--- config.mk ---
export PLATFORM = sky130hd
export DESIGN_NAME = stall_antijam_sequencer
export DESIGN_NICKNAME = d
export VERILOG_FILES = /design/src/hdl/sas_pkg.sv /design/src/hdl/stall_antijam_sequencer.sv
export VERILOG_INCLUDE_DIRS = /design/src /design/src/hdl
export SDC_FILE = /design/constraint.sdc
export NUM_CORES = 1
export LEC_CHECK = 0
export ABC_AREA = 0
export BUFFER_PORTS_ARGS = -buffer_cell sky130_fd_sc_hd__buf_2
export CAP_MARGIN = 5
export CORE_MARGIN = 1
export CORE_UTILIZATION = 45
export CTS_CLUSTER_SIZE = 40
export DETAILED_ROUTE_END_ITERATION = 12
export RECOVER_POWER = 100
export SYNTH_ARGS = -nofsm -noshare
export SYNTH_HDL_FRONTEND = slang
export SYNTH_SLANG_ARGS = --single-unit
--- constraint.sdc ---
create_clock -name i_clk -period 7.7 [get_ports i_clk]
set_input_delay 0.77 -clock i_clk [delete_from_list [all_inputs] [get_ports i_clk]]
set_output_delay 0.77 -clock i_clk [all_outputs]
set_load 0.05 [all_outputs]
--- src/hdl/stall_antijam_sequencer_assert.svh ---
// assertion macros for the stall anti-jam sequencer
`ifndef STALL_ANTIJAM_SEQUENCER_ASSERT_SVH
`define STALL_ANTIJAM_SEQUENCER_ASSERT_SVH
`ifndef ASSERT_OFF
`define SAS_ASSERT_IMP(label, clk, rst_n, ante, cons) \
    label: assert property (@(posedge clk) disable iff (!(rst_n)) (ante) |-> (cons)) \
        else $error("sas assertion failed");
`define SAS_ASSERT_NXT(label, clk, rst_n, ante, cons) \
    label: assert property (@(posedge clk) disable iff (!(rst_n)) (ante) |=> (cons)) \
        else $error("sas assertion failed");
`else
`define SAS_ASSERT_IMP(label, clk, rst_n, ante, cons)
`define SAS_ASSERT_NXT(label, clk, rst_n, ante, cons)
`endif
`endif

--- src/hdl/sas_pkg.sv ---
// types and constants of the stall anti-jam sequencer
package sas_pkg;

    typedef enum logic [1:0] {
        PH_STOPPED = 2'd0,
        PH_FORWARD = 2'd1,
        PH_REVERSE = 2'd2
    } t_phase;

    localparam logic [1:0] MODE_TICK = 2'd0;
    localparam logic [1:0] MODE_RUN  = 2'd1;
    localparam logic [1:0] MODE_STOP = 2'd2;

    localparam logic [2:0] CFG_SETTLE   = 3'd0;
    localparam logic [2:0] CFG_POLL     = 3'd1;
    localparam logic [2:0] CFG_LEVEL    = 3'd2;
    localparam logic [2:0] CFG_CONFIRM  = 3'd3;
    localparam logic [2:0] CFG_GIVEUP   = 3'd4;
    localparam logic [2:0] CFG_JAMCLEAR = 3'd5;
    localparam logic [2:0] CFG_BACKOFF  = 3'd6;
    localparam logic [2:0] CFG_HOLD     = 3'd7;

    typedef struct packed {
        logic [1:0] mode;
        logic       step_slot;
        logic [9:0] load_reading;
    } t_req;

    typedef struct packed {
        logic [1:0] phase;
        logic       driver_enable;
        logic       step_pulse;
        logic       step_backward;
        logic       stall_seen;
        logic       gave_up;
    } t_res;

endpackage

--- src/hdl/stall_antijam_sequencer.sv ---
// stall anti-jam motor sequencer, top level
//
//  channel   | direction | handshake                     | payload
//  request   | in        | i_req_valid / o_req_stall     | i_req (mode, slot, load)
//  result    | out       | o_res_valid / i_res_stall     | o_res (phase, enable, step, flags)
//  config    | in        | i_cfg_valid / o_cfg_ready     | i_cfg_index, i_cfg_data
//
//  one request per cycle while o_req_stall is low; the state update is a single pass of counters
//  and compares between the accepted request and the result register
//  a skid stage behind the result register absorbs one result while the output stalls
//  reset (synchronous, active low) restores the default configuration and stopped state
//  config port is always ready; writes are meant to happen while the block is idle
`include "stall_antijam_sequencer_assert.svh"
module stall_antijam_sequencer (
    input  logic                i_clk,
    input  logic                i_rst_n,
    input  logic                i_req_valid,
    output logic                o_req_stall,
    input  sas_pkg::t_req       i_req,
    output logic                o_res_valid,
    input  logic                i_res_stall,
    output sas_pkg::t_res       o_res,
    input  logic                i_cfg_valid,
    output logic                o_cfg_ready,
    input  logic [2:0]          i_cfg_index,
    input  logic [15:0]         i_cfg_data
);
    import sas_pkg::*;

    // configuration registers
    logic [15:0] r_settle, r_poll, r_giveup, r_jam_clear, r_backoff;
    logic [9:0]  r_level;
    logic [7:0]  r_confirm;
    logic        r_hold;

    // sequencer state
    t_phase      r_phase, n_phase;
    logic        r_enable, n_enable;
    logic        r_gave_up, n_gave_up;
    logic [16:0] r_fwd_elapsed, n_fwd_elapsed;
    logic [15:0] r_since_poll, n_since_poll;
    logic [7:0]  r_low_count, n_low_count;
    logic        r_jam_active, n_jam_active;
    logic [16:0] r_jam_elapsed, n_jam_elapsed;
    logic [15:0] r_backoff_left, n_backoff_left;

    // result register and skid stage
    logic        r_res_valid, r_skid_valid;
    t_res        r_res, r_skid;
    t_res        n_res;

    logic        req_acc, res_take;

    // timing helpers
    logic [16:0] fwd_inc, jam_inc, jam_at_stall;
    logic [15:0] poll_inc, back_dec;
    logic [7:0]  low_inc;
    logic        stall_hit;

    assign o_cfg_ready = 1'b1;
    assign o_req_stall = r_skid_valid;
    assign req_acc     = i_req_valid && !o_req_stall;
    assign res_take    = r_res_valid && !i_res_stall;
    assign o_res_valid = r_res_valid;
    assign o_res       = r_res;

    // configuration writes
    always_ff @(posedge i_clk) begin
        if (!i_rst_n) begin
            r_settle    <= 16'd500;
            r_poll      <= 16'd20;
            r_level     <= 10'd50;
            r_confirm   <= 8'd3;
            r_giveup    <= 16'd5000;
            r_jam_clear <= 16'd2000;
            r_backoff   <= 16'd200;
            r_hold      <= 1'b0;
        end else if (i_cfg_valid && o_cfg_ready) begin
            unique case (i_cfg_index)
                CFG_SETTLE:   r_settle    <= i_cfg_data;
                CFG_POLL:     r_poll      <= i_cfg_data;
                CFG_LEVEL:    r_level     <= i_cfg_data[9:0];
                CFG_CONFIRM:  r_confirm   <= i_cfg_data[7:0];
                CFG_GIVEUP:   r_giveup    <= i_cfg_data;
                CFG_JAMCLEAR: r_jam_clear <= i_cfg_data;
                CFG_BACKOFF:  r_backoff   <= i_cfg_data;
                CFG_HOLD:     r_hold      <= i_cfg_data[0];
                default:      ;
            endcase
        end
    end

    // saturating time counters, advanced only by ticks
    assign fwd_inc  = (r_fwd_elapsed == '1) ? r_fwd_elapsed : r_fwd_elapsed + 17'd1;
    assign poll_inc = (r_since_poll == '1) ? r_since_poll : r_since_poll + 16'd1;
    assign jam_inc  = !r_jam_active ? r_jam_elapsed
                    : (r_jam_elapsed == '1) ? r_jam_elapsed : r_jam_elapsed + 17'd1;
    assign low_inc  = (r_low_count == '1) ? r_low_count : r_low_count + 8'd1;
    // a stall opens a fresh episode when none is running
    assign jam_at_stall = r_jam_active ? jam_inc : 17'd0;
    assign back_dec = r_backoff_left - 16'd1;

    // next state and result for the request at hand
    always_comb begin
        n_phase        = r_phase;
        n_enable       = r_enable;
        n_gave_up      = r_gave_up;
        n_fwd_elapsed  = r_fwd_elapsed;
        n_since_poll   = r_since_poll;
        n_low_count    = r_low_count;
        n_jam_active   = r_jam_active;
        n_jam_elapsed  = r_jam_elapsed;
        n_backoff_left = r_backoff_left;
        n_res          = '0;
        stall_hit      = 1'b0;

        unique case (i_req.mode)
            MODE_TICK: begin
                n_fwd_elapsed = fwd_inc;
                n_since_poll  = poll_inc;
                n_jam_elapsed = jam_inc;
                unique case (r_phase)
                    PH_FORWARD: begin
                        n_res.step_pulse = i_req.step_slot;
                        // stall check: settle window, then poll period, then level
                        priority if (fwd_inc < {1'b0, r_settle}) begin
                            n_low_count = '0;
                        end else if (poll_inc < r_poll) begin
                            n_low_count = r_low_count;
                        end else begin
                            n_since_poll = '0;
                            if (i_req.load_reading < r_level) begin
                                if (low_inc >= r_confirm) begin
                                    n_low_count = '0;
                                    stall_hit   = 1'b1;
                                end else begin
                                    n_low_count = low_inc;
                                end
                            end else begin
                                n_low_count = '0;
                            end
                        end
                        if (stall_hit) begin
                            n_res.stall_seen = 1'b1;
                            n_jam_active     = 1'b1;
                            n_jam_elapsed    = jam_at_stall;
                            if (jam_at_stall > {1'b0, r_giveup}) begin
                                // episode too long: stop and flag
                                n_gave_up = 1'b1;
                                n_phase   = PH_STOPPED;
                                if (!r_hold) begin
                                    n_enable = 1'b0;
                                end
                            end else begin
                                n_backoff_left = r_backoff;
                                n_phase        = PH_REVERSE;
                            end
                        end else if (r_jam_active && fwd_inc > {1'b0, r_jam_clear}) begin
                            n_jam_active  = 1'b0;
                            n_jam_elapsed = '0;
                        end
                    end
                    PH_REVERSE: begin
                        if (i_req.step_slot && r_backoff_left != '0) begin
                            n_res.step_pulse    = 1'b1;
                            n_res.step_backward = 1'b1;
                            n_backoff_left      = back_dec;
                        end
                        // back-off done: forward again in the same tick
                        if (n_backoff_left == '0) begin
                            n_phase       = PH_FORWARD;
                            n_fwd_elapsed = '0;
                        end
                    end
                    default: ;
                endcase
            end
            MODE_RUN: begin
                n_gave_up     = 1'b0;
                n_jam_active  = 1'b0;
                n_jam_elapsed = '0;
                n_enable      = 1'b1;
                n_phase       = PH_FORWARD;
                n_fwd_elapsed = '0;
            end
            MODE_STOP: begin
                n_phase = PH_STOPPED;
                if (!r_hold) begin
                    n_enable = 1'b0;
                end
            end
            default: ;   // unused mode leaves the state alone
        endcase

        n_res.phase         = n_phase;
        n_res.driver_enable = n_enable;
        n_res.gave_up       = n_gave_up;
    end

    // state update on each accepted request
    always_ff @(posedge i_clk) begin
        if (!i_rst_n) begin
            r_phase        <= PH_STOPPED;
            r_enable       <= 1'b0;
            r_gave_up      <= 1'b0;
            r_fwd_elapsed  <= '0;
            r_since_poll   <= '1;
            r_low_count    <= '0;
            r_jam_active   <= 1'b0;
            r_jam_elapsed  <= '0;
            r_backoff_left <= '0;
        end else if (req_acc) begin
            r_phase        <= n_phase;
            r_enable       <= n_enable;
            r_gave_up      <= n_gave_up;
            r_fwd_elapsed  <= n_fwd_elapsed;
            r_since_poll   <= n_since_poll;
            r_low_count    <= n_low_count;
            r_jam_active   <= n_jam_active;
            r_jam_elapsed  <= n_jam_elapsed;
            r_backoff_left <= n_backoff_left;
        end
    end

    // result register with one skid entry
    always_ff @(posedge i_clk) begin
        if (!i_rst_n) begin
            r_res_valid  <= 1'b0;
            r_skid_valid <= 1'b0;
        end else if (r_skid_valid) begin
            if (res_take) begin
                r_skid_valid <= 1'b0;
            end
        end else if (req_acc) begin
            if (!r_res_valid || res_take) begin
                r_res_valid <= 1'b1;
            end else begin
                r_skid_valid <= 1'b1;
            end
        end else if (res_take) begin
            r_res_valid <= 1'b0;
        end
    end

    always_ff @(posedge i_clk) begin
        if (r_skid_valid) begin
            if (res_take) begin
                r_res <= r_skid;
            end
        end else if (req_acc) begin
            if (!r_res_valid || res_take) begin
                r_res <= n_res;
            end else begin
                r_skid <= n_res;
            end
        end
    end

    // checks
    `SAS_ASSERT_IMP(a_skid_behind_res, i_clk, i_rst_n, r_skid_valid, r_res_valid)
    `SAS_ASSERT_IMP(a_moving_enabled, i_clk, i_rst_n, r_phase != PH_STOPPED, r_enable)
    `SAS_ASSERT_IMP(a_gave_up_stopped, i_clk, i_rst_n, r_gave_up, r_phase == PH_STOPPED)
    `SAS_ASSERT_NXT(a_skid_drains, i_clk, i_rst_n, r_skid_valid && res_take, !r_skid_valid)

endmodule

* Word-level counts from Yosys, hierarchy flattened *
Index checks and enable logic that the tools add are counted.

word-level totals
  flip-flop bits (word level) = 194
  input bits = 37
  output and inout bits = 10
  word-level logic and storage cells = 166

operators by class
  add/subtract/negate cells = 5
  magnitude comparators = 6
  equality and inequality tests = 22
  multiplexer cells = 67
  bitwise gates (word level) = 2
  reductions and logical operators = 33

operators with widths
  kind                                                                   number
  17-bit two-way mux                                                     9
  16-bit two-way mux                                                     9
  17-bit one-hot mux with 2 select lines                                 2
  8-bit two-way mux                                                      5
  17-bit by 1-bit adder with 17-bit output (second input constant)       2
  17-bit equality test (second input constant)                           2
  17-bit by 16-bit greater-than comparator with 1-bit output             2
  16-bit one-hot mux with 2 select lines                                 1
  7-bit two-way mux                                                      4
  1-bit two-way mux                                                      26
  2-bit AND reduction                                                    10
  17-bit by 16-bit less-than comparator with 1-bit output                1
  16-bit by 1-bit adder with 16-bit output (second input constant)       1
  16-bit equality test (second input constant)                           1
  16-bit logical NOT                                                     1
  16-bit less-than comparator                                            1
  16-bit nonzero test                                                    1
  16-bit by 1-bit subtractor with 16-bit output (second input constant)  1
  3-bit equality test (second input constant)                            4
  10-bit less-than comparator                                            1
  2-bit nonzero test                                                     5
  3-bit AND reduction                                                    3
  8-bit by 1-bit adder with 8-bit output (second input constant)         1
  8-bit equality test (second input constant)                            1
  other kinds (22)                                                       41

* Longest topological paths before layout *
  word-level depth = 15
  gate-level depth with buffers = 19
  gate-level depth less buffers = 17

* Worst setup path before layout *
Ideal clock, no wire load.

  path type = register -> register
  from = register r_jam_elapsed[8]
  to = register r_backoff_left[15]
  library setup time = 0.086 ns
  data arrival time = 4.309 ns
  slack = 3.306 ns
  cell stages (with the launch flop) = 19
  period minus slack after synthesis = 4.394 ns
  cell sequence = dfxtp_1 > clkbuf_1 > nand4_1 > nor4_1 > a21boi_1 > and3_1 > and3_1 > xor2_1 > and2_1 > ha_1 > nand4_1 > nor4_1 > a21o_1 > a211o_1 > o211ai_1 > o41ai_2 > buf_2 > a21oi_1 > a211oi_1

between the ends
  longest elaborated chain between the ends = 7

ends and longest elaborated chain
  element                                                                           line                            RTL
  start, declared                                                                   stall_antijam_sequencer.sv:44   logic [16:0] r_jam_elapsed, n_jam_elapsed;
  start signal, assigned                                                            stall_antijam_sequencer.sv:220  r_jam_elapsed <= n_jam_elapsed;
  17-bit by 1-bit adder with 17-bit output or 17-bit equality test (tied branches)  stall_antijam_sequencer.sv:97   : (r_jam_elapsed == '1) ? r_jam_elapsed : r_jam_elapsed + 17'd1;
  17-bit two-way mux                                                                stall_antijam_sequencer.sv:97
  17-bit two-way mux *                                                              stall_antijam_sequencer.sv:96   assign jam_inc = !r_jam_active ? r_jam_elapsed
  17-bit two-way mux *                                                              stall_antijam_sequencer.sv:100  assign jam_at_stall = r_jam_active ? jam_inc : 17'd0;
  17-bit by 16-bit greater-than comparator with 1-bit output *                      stall_antijam_sequencer.sv:147  if (jam_at_stall > {1'b0, r_giveup}) begin
  2-bit inequality test (no source line) *                                          --
  5-bit AND reduction (no source line) *                                            --
  end signal, assigned                                                              stall_antijam_sequencer.sv:221  r_backoff_left <= n_backoff_left;
  end, declared                                                                     stall_antijam_sequencer.sv:45   logic [15:0] r_backoff_left, n_backoff_left;

Mark *: on every way between the ends. The rest lies on a longest branch, timed or not.
A chain may end at the register's enable or synchronous reset.

* Final worst setup path *
  from = register r_fwd_elapsed[3]
  to = register r_jam_elapsed[6]

between the ends
  longest elaborated chain between the ends = 9

ends and longest elaborated chain
  element                                                                           line                            RTL
  start, declared                                                                   stall_antijam_sequencer.sv:40   logic [16:0] r_fwd_elapsed, n_fwd_elapsed;
  start signal, assigned                                                            stall_antijam_sequencer.sv:216  r_fwd_elapsed <= n_fwd_elapsed;
  17-bit by 1-bit adder with 17-bit output or 17-bit equality test (tied branches)  stall_antijam_sequencer.sv:94   assign fwd_inc = (r_fwd_elapsed == '1) ? r_fwd_elapsed : r_fwd_elapsed + 17'd1;
  17-bit two-way mux *                                                              stall_antijam_sequencer.sv:94
  17-bit by 16-bit less-than comparator with 1-bit output                           stall_antijam_sequencer.sv:126  priority if (fwd_inc < {1'b0, r_settle}) begin
  1-bit two-way mux                                                                 stall_antijam_sequencer.sv:126
  1-bit two-way mux                                                                 stall_antijam_sequencer.sv:122  unique case (r_phase)
  1-bit two-way mux                                                                 stall_antijam_sequencer.sv:117  unique case (i_req.mode)
  17-bit two-way mux *                                                              stall_antijam_sequencer.sv:143  if (stall_hit) begin
  17-bit two-way mux *                                                              stall_antijam_sequencer.sv:122
  17-bit one-hot mux with 2 select lines *                                          stall_antijam_sequencer.sv:117

Mark *: on every way between the ends. The rest lies on a longest branch, timed or not. The select of a mux whose other input is x is not followed.

==> qor.txt <==
status: finished, violations left
failing checks: capacitance limit, slew limit
CTS Buf Count: 17
Crit. End Element: flip-flop
simple-gate portion of the synthesized area: 23.88%
sequential share of the synthesized area: 34.26%
full die area: 26750 um2
ys flop type: dfxtp_1
vias: 10720
layout cell share with drive strength beyond 1: 6.759%
Startpoint Class: flip-flop
average size of a mapped cell: 7.820 um2
Initial DRT Pass Iterations: 5
Synth Cell Area: 11750 um2
EDFF count, synth: 14
antenna violations before repair: 0
register area: 4024 um2
setup tns final: 0 ps
Hold/Removal Path Class: flip-flop to flip-flop
Max Cap Viol: 3
# fillers: 2544
max frequency: 0.1671 GHz
WHS Endpoint: r_poll[1]$_SDFFE_PN0P_
Layout area overhead: 8.266%
Starting Density: 46.24%
Horiz. Die Dim: 163.6 um
Reg2Reg Depth: 16
total detailed-routing wirelength: 33030 um
Overflow after GRT: 0
post-synthesis mux area share: 2.450%
Setup Fix Bufs, Post-CTS: 0
post-synth cell types: 79
DRC viols: 0
RSZ-0062 raised after global routing: no
power density over the cells: 178.8 nW/um2
Core Box Area: 25400 um2
final net count: 1619
WS Path Type: flip-flop to flip-flop
pre-CTS worst setup slack: 2366 ps
Hold Buf Count CTS: 0
clk_lat worst skew: 450 ps
global-route wire length before repair: 52380 um
Iter 0 DRT Violations: 853
PostCTS Resize Cnt: 0
CTS max path bufs: 2
FF-to-FF End: r_jam_elapsed[6]$_SDFFE_PN0P_
hold path cells: 2
Port-buffer cells: 45
worst vdd ir: 111.6 uV
largest net degree at the start of global routing: 73
diode count: 0
Final Skew: 14.77 ps
post-synthesis net count: 1625
clk sinks: 194
Slew HR: -134.0%
Hold Crit Start: r_poll[1]$_SDFFE_PN0P_
Synth Instances: 1502
routability cong.: 0.8638
Post-synth ARST share: 0%
vias in the first global route: 9706
worst r2r src: r_fwd_elapsed[3]$_SDFFE_PN0P_
Final Cycle Share: 77.70%
Post-Synth XOR/XNOR Area: 3.718%
Rows: 58
Max H-tree Level: 4
multi-input logic area: 7029 um2
largest family of logic cells by synthesized area: simple AND/OR/NAND/NOR gates
CTS clk-pin slew, worst paths: 80 ps
Ports: 47
Least-Margin Pin Slew: 3510 ps
average wire per standard cell: 17.96 um
static leakage: 4.834 nW
Worst EP arrival: 6340 ps
Yosys Warn Count: 0
Slew Viols, Final: 177
Worst R2R Setup Slack: 1720 ps
vias per std cell: 5.830
Worst Path Max Fanout: 21
Final Setup Violations: 0
GRT Overall Usage: 24.99%
Compound-Gate Fraction of Synth Area: 20.53%
Detail Placement HPWL: 22790 um
Hold Fails Final Rpt: 0
flops & latches, synth: 194
Clock Tree Root: clkbuf_16
remaining antenna violation count: 0
final worst setup slack: 1717 ps
die height: 163.6 um
CTS tree: yes
Synth Area in Adders: 9.162%
CP required: 8060 ps
min cycle time layout: 5983 ps
-- per-stage QoR --
stage               util [%]  hold slack [ps]  std cells  cell area [um2]  total power [mW]
finish                 50.06            456.9       1839            12720             2.274
global route           50.06            478.9       1839            12720             2.365
CTS                    50.23            457.9       1839            12760             2.291
detailed placement     47.90            447.7       1807            12170             1.369
global placement       47.90            442.3       1807            12170             1.364
floorplan                  -            431.8       1502            11750             1.279
-- power by group --
group	switching [mW]	leakage [nW]	internal [mW]
Sequential	0.0172	1.59	1.04
Clock	0.437	0.292	0.491
Combinational	0.194	2.95	0.0969
-- Yosys cell counts, types with 28 or more instances --
cell      instances  share of area (%)
nand3_1          62                2.6
clkbuf_1         69                2.2
nor3_1           32                1.4
nand2_1         269                8.6
xnor2_1          29                2.2
nor2_1           81                2.6
o21ai_0          47                2.0
dfxtp_1         180                 31
a21oi_1         136                5.8
inv_1            98                3.1
nand4_1          38                2.0
ha_1             86                9.2
o211ai_1         28                1.8
-- final cells by class --
cell class | instances | share of cell area (%)
Sequential cell | 194 | 31.64
Clock buffer | 18 | 3.375
Timing Repair Buffer | 57 | 2.234
Tap cell | 330 | 3.247
Multi-Input combinational cell | 1127 | 55.28
Inverter | 99 | 2.932
Clock inverter | 14 | 1.289
-- cell usage in the layout, fill, tap and decap left out, types with 6 or more instances in the layout --
cell / netlist / layout
buf_2: 8 / 35
nand2b_1: 14 / 14
nor2_1: 81 / 80
inv_1: 98 / 98
or4_1: 6 / 7
nor2b_1: 11 / 11
mux2i_1: 22 / 22
nand4_1: 38 / 38
inv_6: 0 / 6
edfxtp_1: 14 / 14
clkbuf_1: 69 / 16
a22oi_1: 17 / 17
o21ai_0: 47 / 48
mux2_2: 6 / 6
and3_1: 19 / 19
xnor2_1: 29 / 29
nand3_1: 62 / 62
a2bb2oi_1: 7 / 7
o31ai_1: 8 / 8
o211a_1: 6 / 6
nand2_1: 269 / 269
nor4_1: 10 / 10
a211oi_1: 19 / 19
dfxtp_1: 180 / 180
o22ai_1: 6 / 6
o211ai_1: 28 / 28
buf_4: 1 / 7
clkbuf_16: 0 / 17
and2_1: 24 / 23
xor2_1: 19 / 19
o21a_1: 7 / 7
a31oi_1: 19 / 19
ha_1: 86 / 86
a21oi_1: 136 / 136
nor3_1: 32 / 30
a21o_1: 10 / 10
-- metal layers --
metal  wire length (um)  GRT usage (%)  vias up
li1                   -              -     5320
met1              15730          34.45     5095
met2              15290          40.95      277
met3               1518          3.555       30
met4                488          5.808        0
met5                  0              0        -
-- logic make-up (layout without fill, tap and decap cells) --
group | Yosys count | count (layout)
AO/OA/AOI/OAI | 367 | 367
AND/OR/NAND/NOR | 596 | 596
buffers and inverters | 181 | 188
other | 1 | 1
multiplexers | 28 | 28
adder cells (fa/ha/maj) | 86 | 86
XOR/XNOR | 49 | 49
flip-flops | 194 | 194
-- registers in the layout, summed over array words and instances (netlist names) --
name            cells
r_phase             2
r_jam_elapsed      17
r_jam_clear        16
o_res               7
r_backoff_left     16
r_since_poll       16
r_skid              7
r_low_count         8
r_level            10
r_poll             16
r_hold              1
r_fwd_elapsed      17
r_backoff          16
r_jam_active        1
r_giveup           16
o_res_valid         1
o_req_stall         1
r_confirm           8
r_enable            1
r_gave_up           1
r_settle           16
-- worst max path at each step --
stage / endpoint / slack [ps] / start / depth (start not counted)
after CTS: r_jam_elapsed[6]$_SDFFE_PN0P_ / 2350 / r_fwd_elapsed[3]$_SDFFE_PN0P_ / 15
after floorplan: r_backoff_left[15]$_SDFFE_PN0P_ / 3310 / r_jam_elapsed[8]$_SDFFE_PN0P_ / 18
after detailed placement: r_jam_elapsed[6]$_SDFFE_PN0P_ / 2370 / r_fwd_elapsed[3]$_SDFFE_PN0P_ / 15
final: r_jam_elapsed[6]$_SDFFE_PN0P_ / 1720 / r_fwd_elapsed[3]$_SDFFE_PN0P_ / 16
after global routing: r_jam_elapsed[15]$_SDFFE_PN0P_ / 1270 / r_fwd_elapsed[3]$_SDFFE_PN0P_ / 16
after global placement: r_jam_elapsed[6]$_SDFFE_PN0P_ / 2430 / r_fwd_elapsed[3]$_SDFFE_PN0P_ / 15
-- critical path, stage by stage (launching register included) --
cell and delay [ps]:
dfxtp_1 470, nand4_1 220, nor3_1 600, nand2_1 290, nand4_1 310, nor3_1 110
xor2_1 290, ha_1 310, and3_1 220, nand3_1 160, a211oi_1 80, or4_1 610
o221ai_1 230, clkbuf_1 930, nor2_2 480, mux2_2 420, a31oi_1 150
No activity file was read; power rests on OpenSTA's default activity.
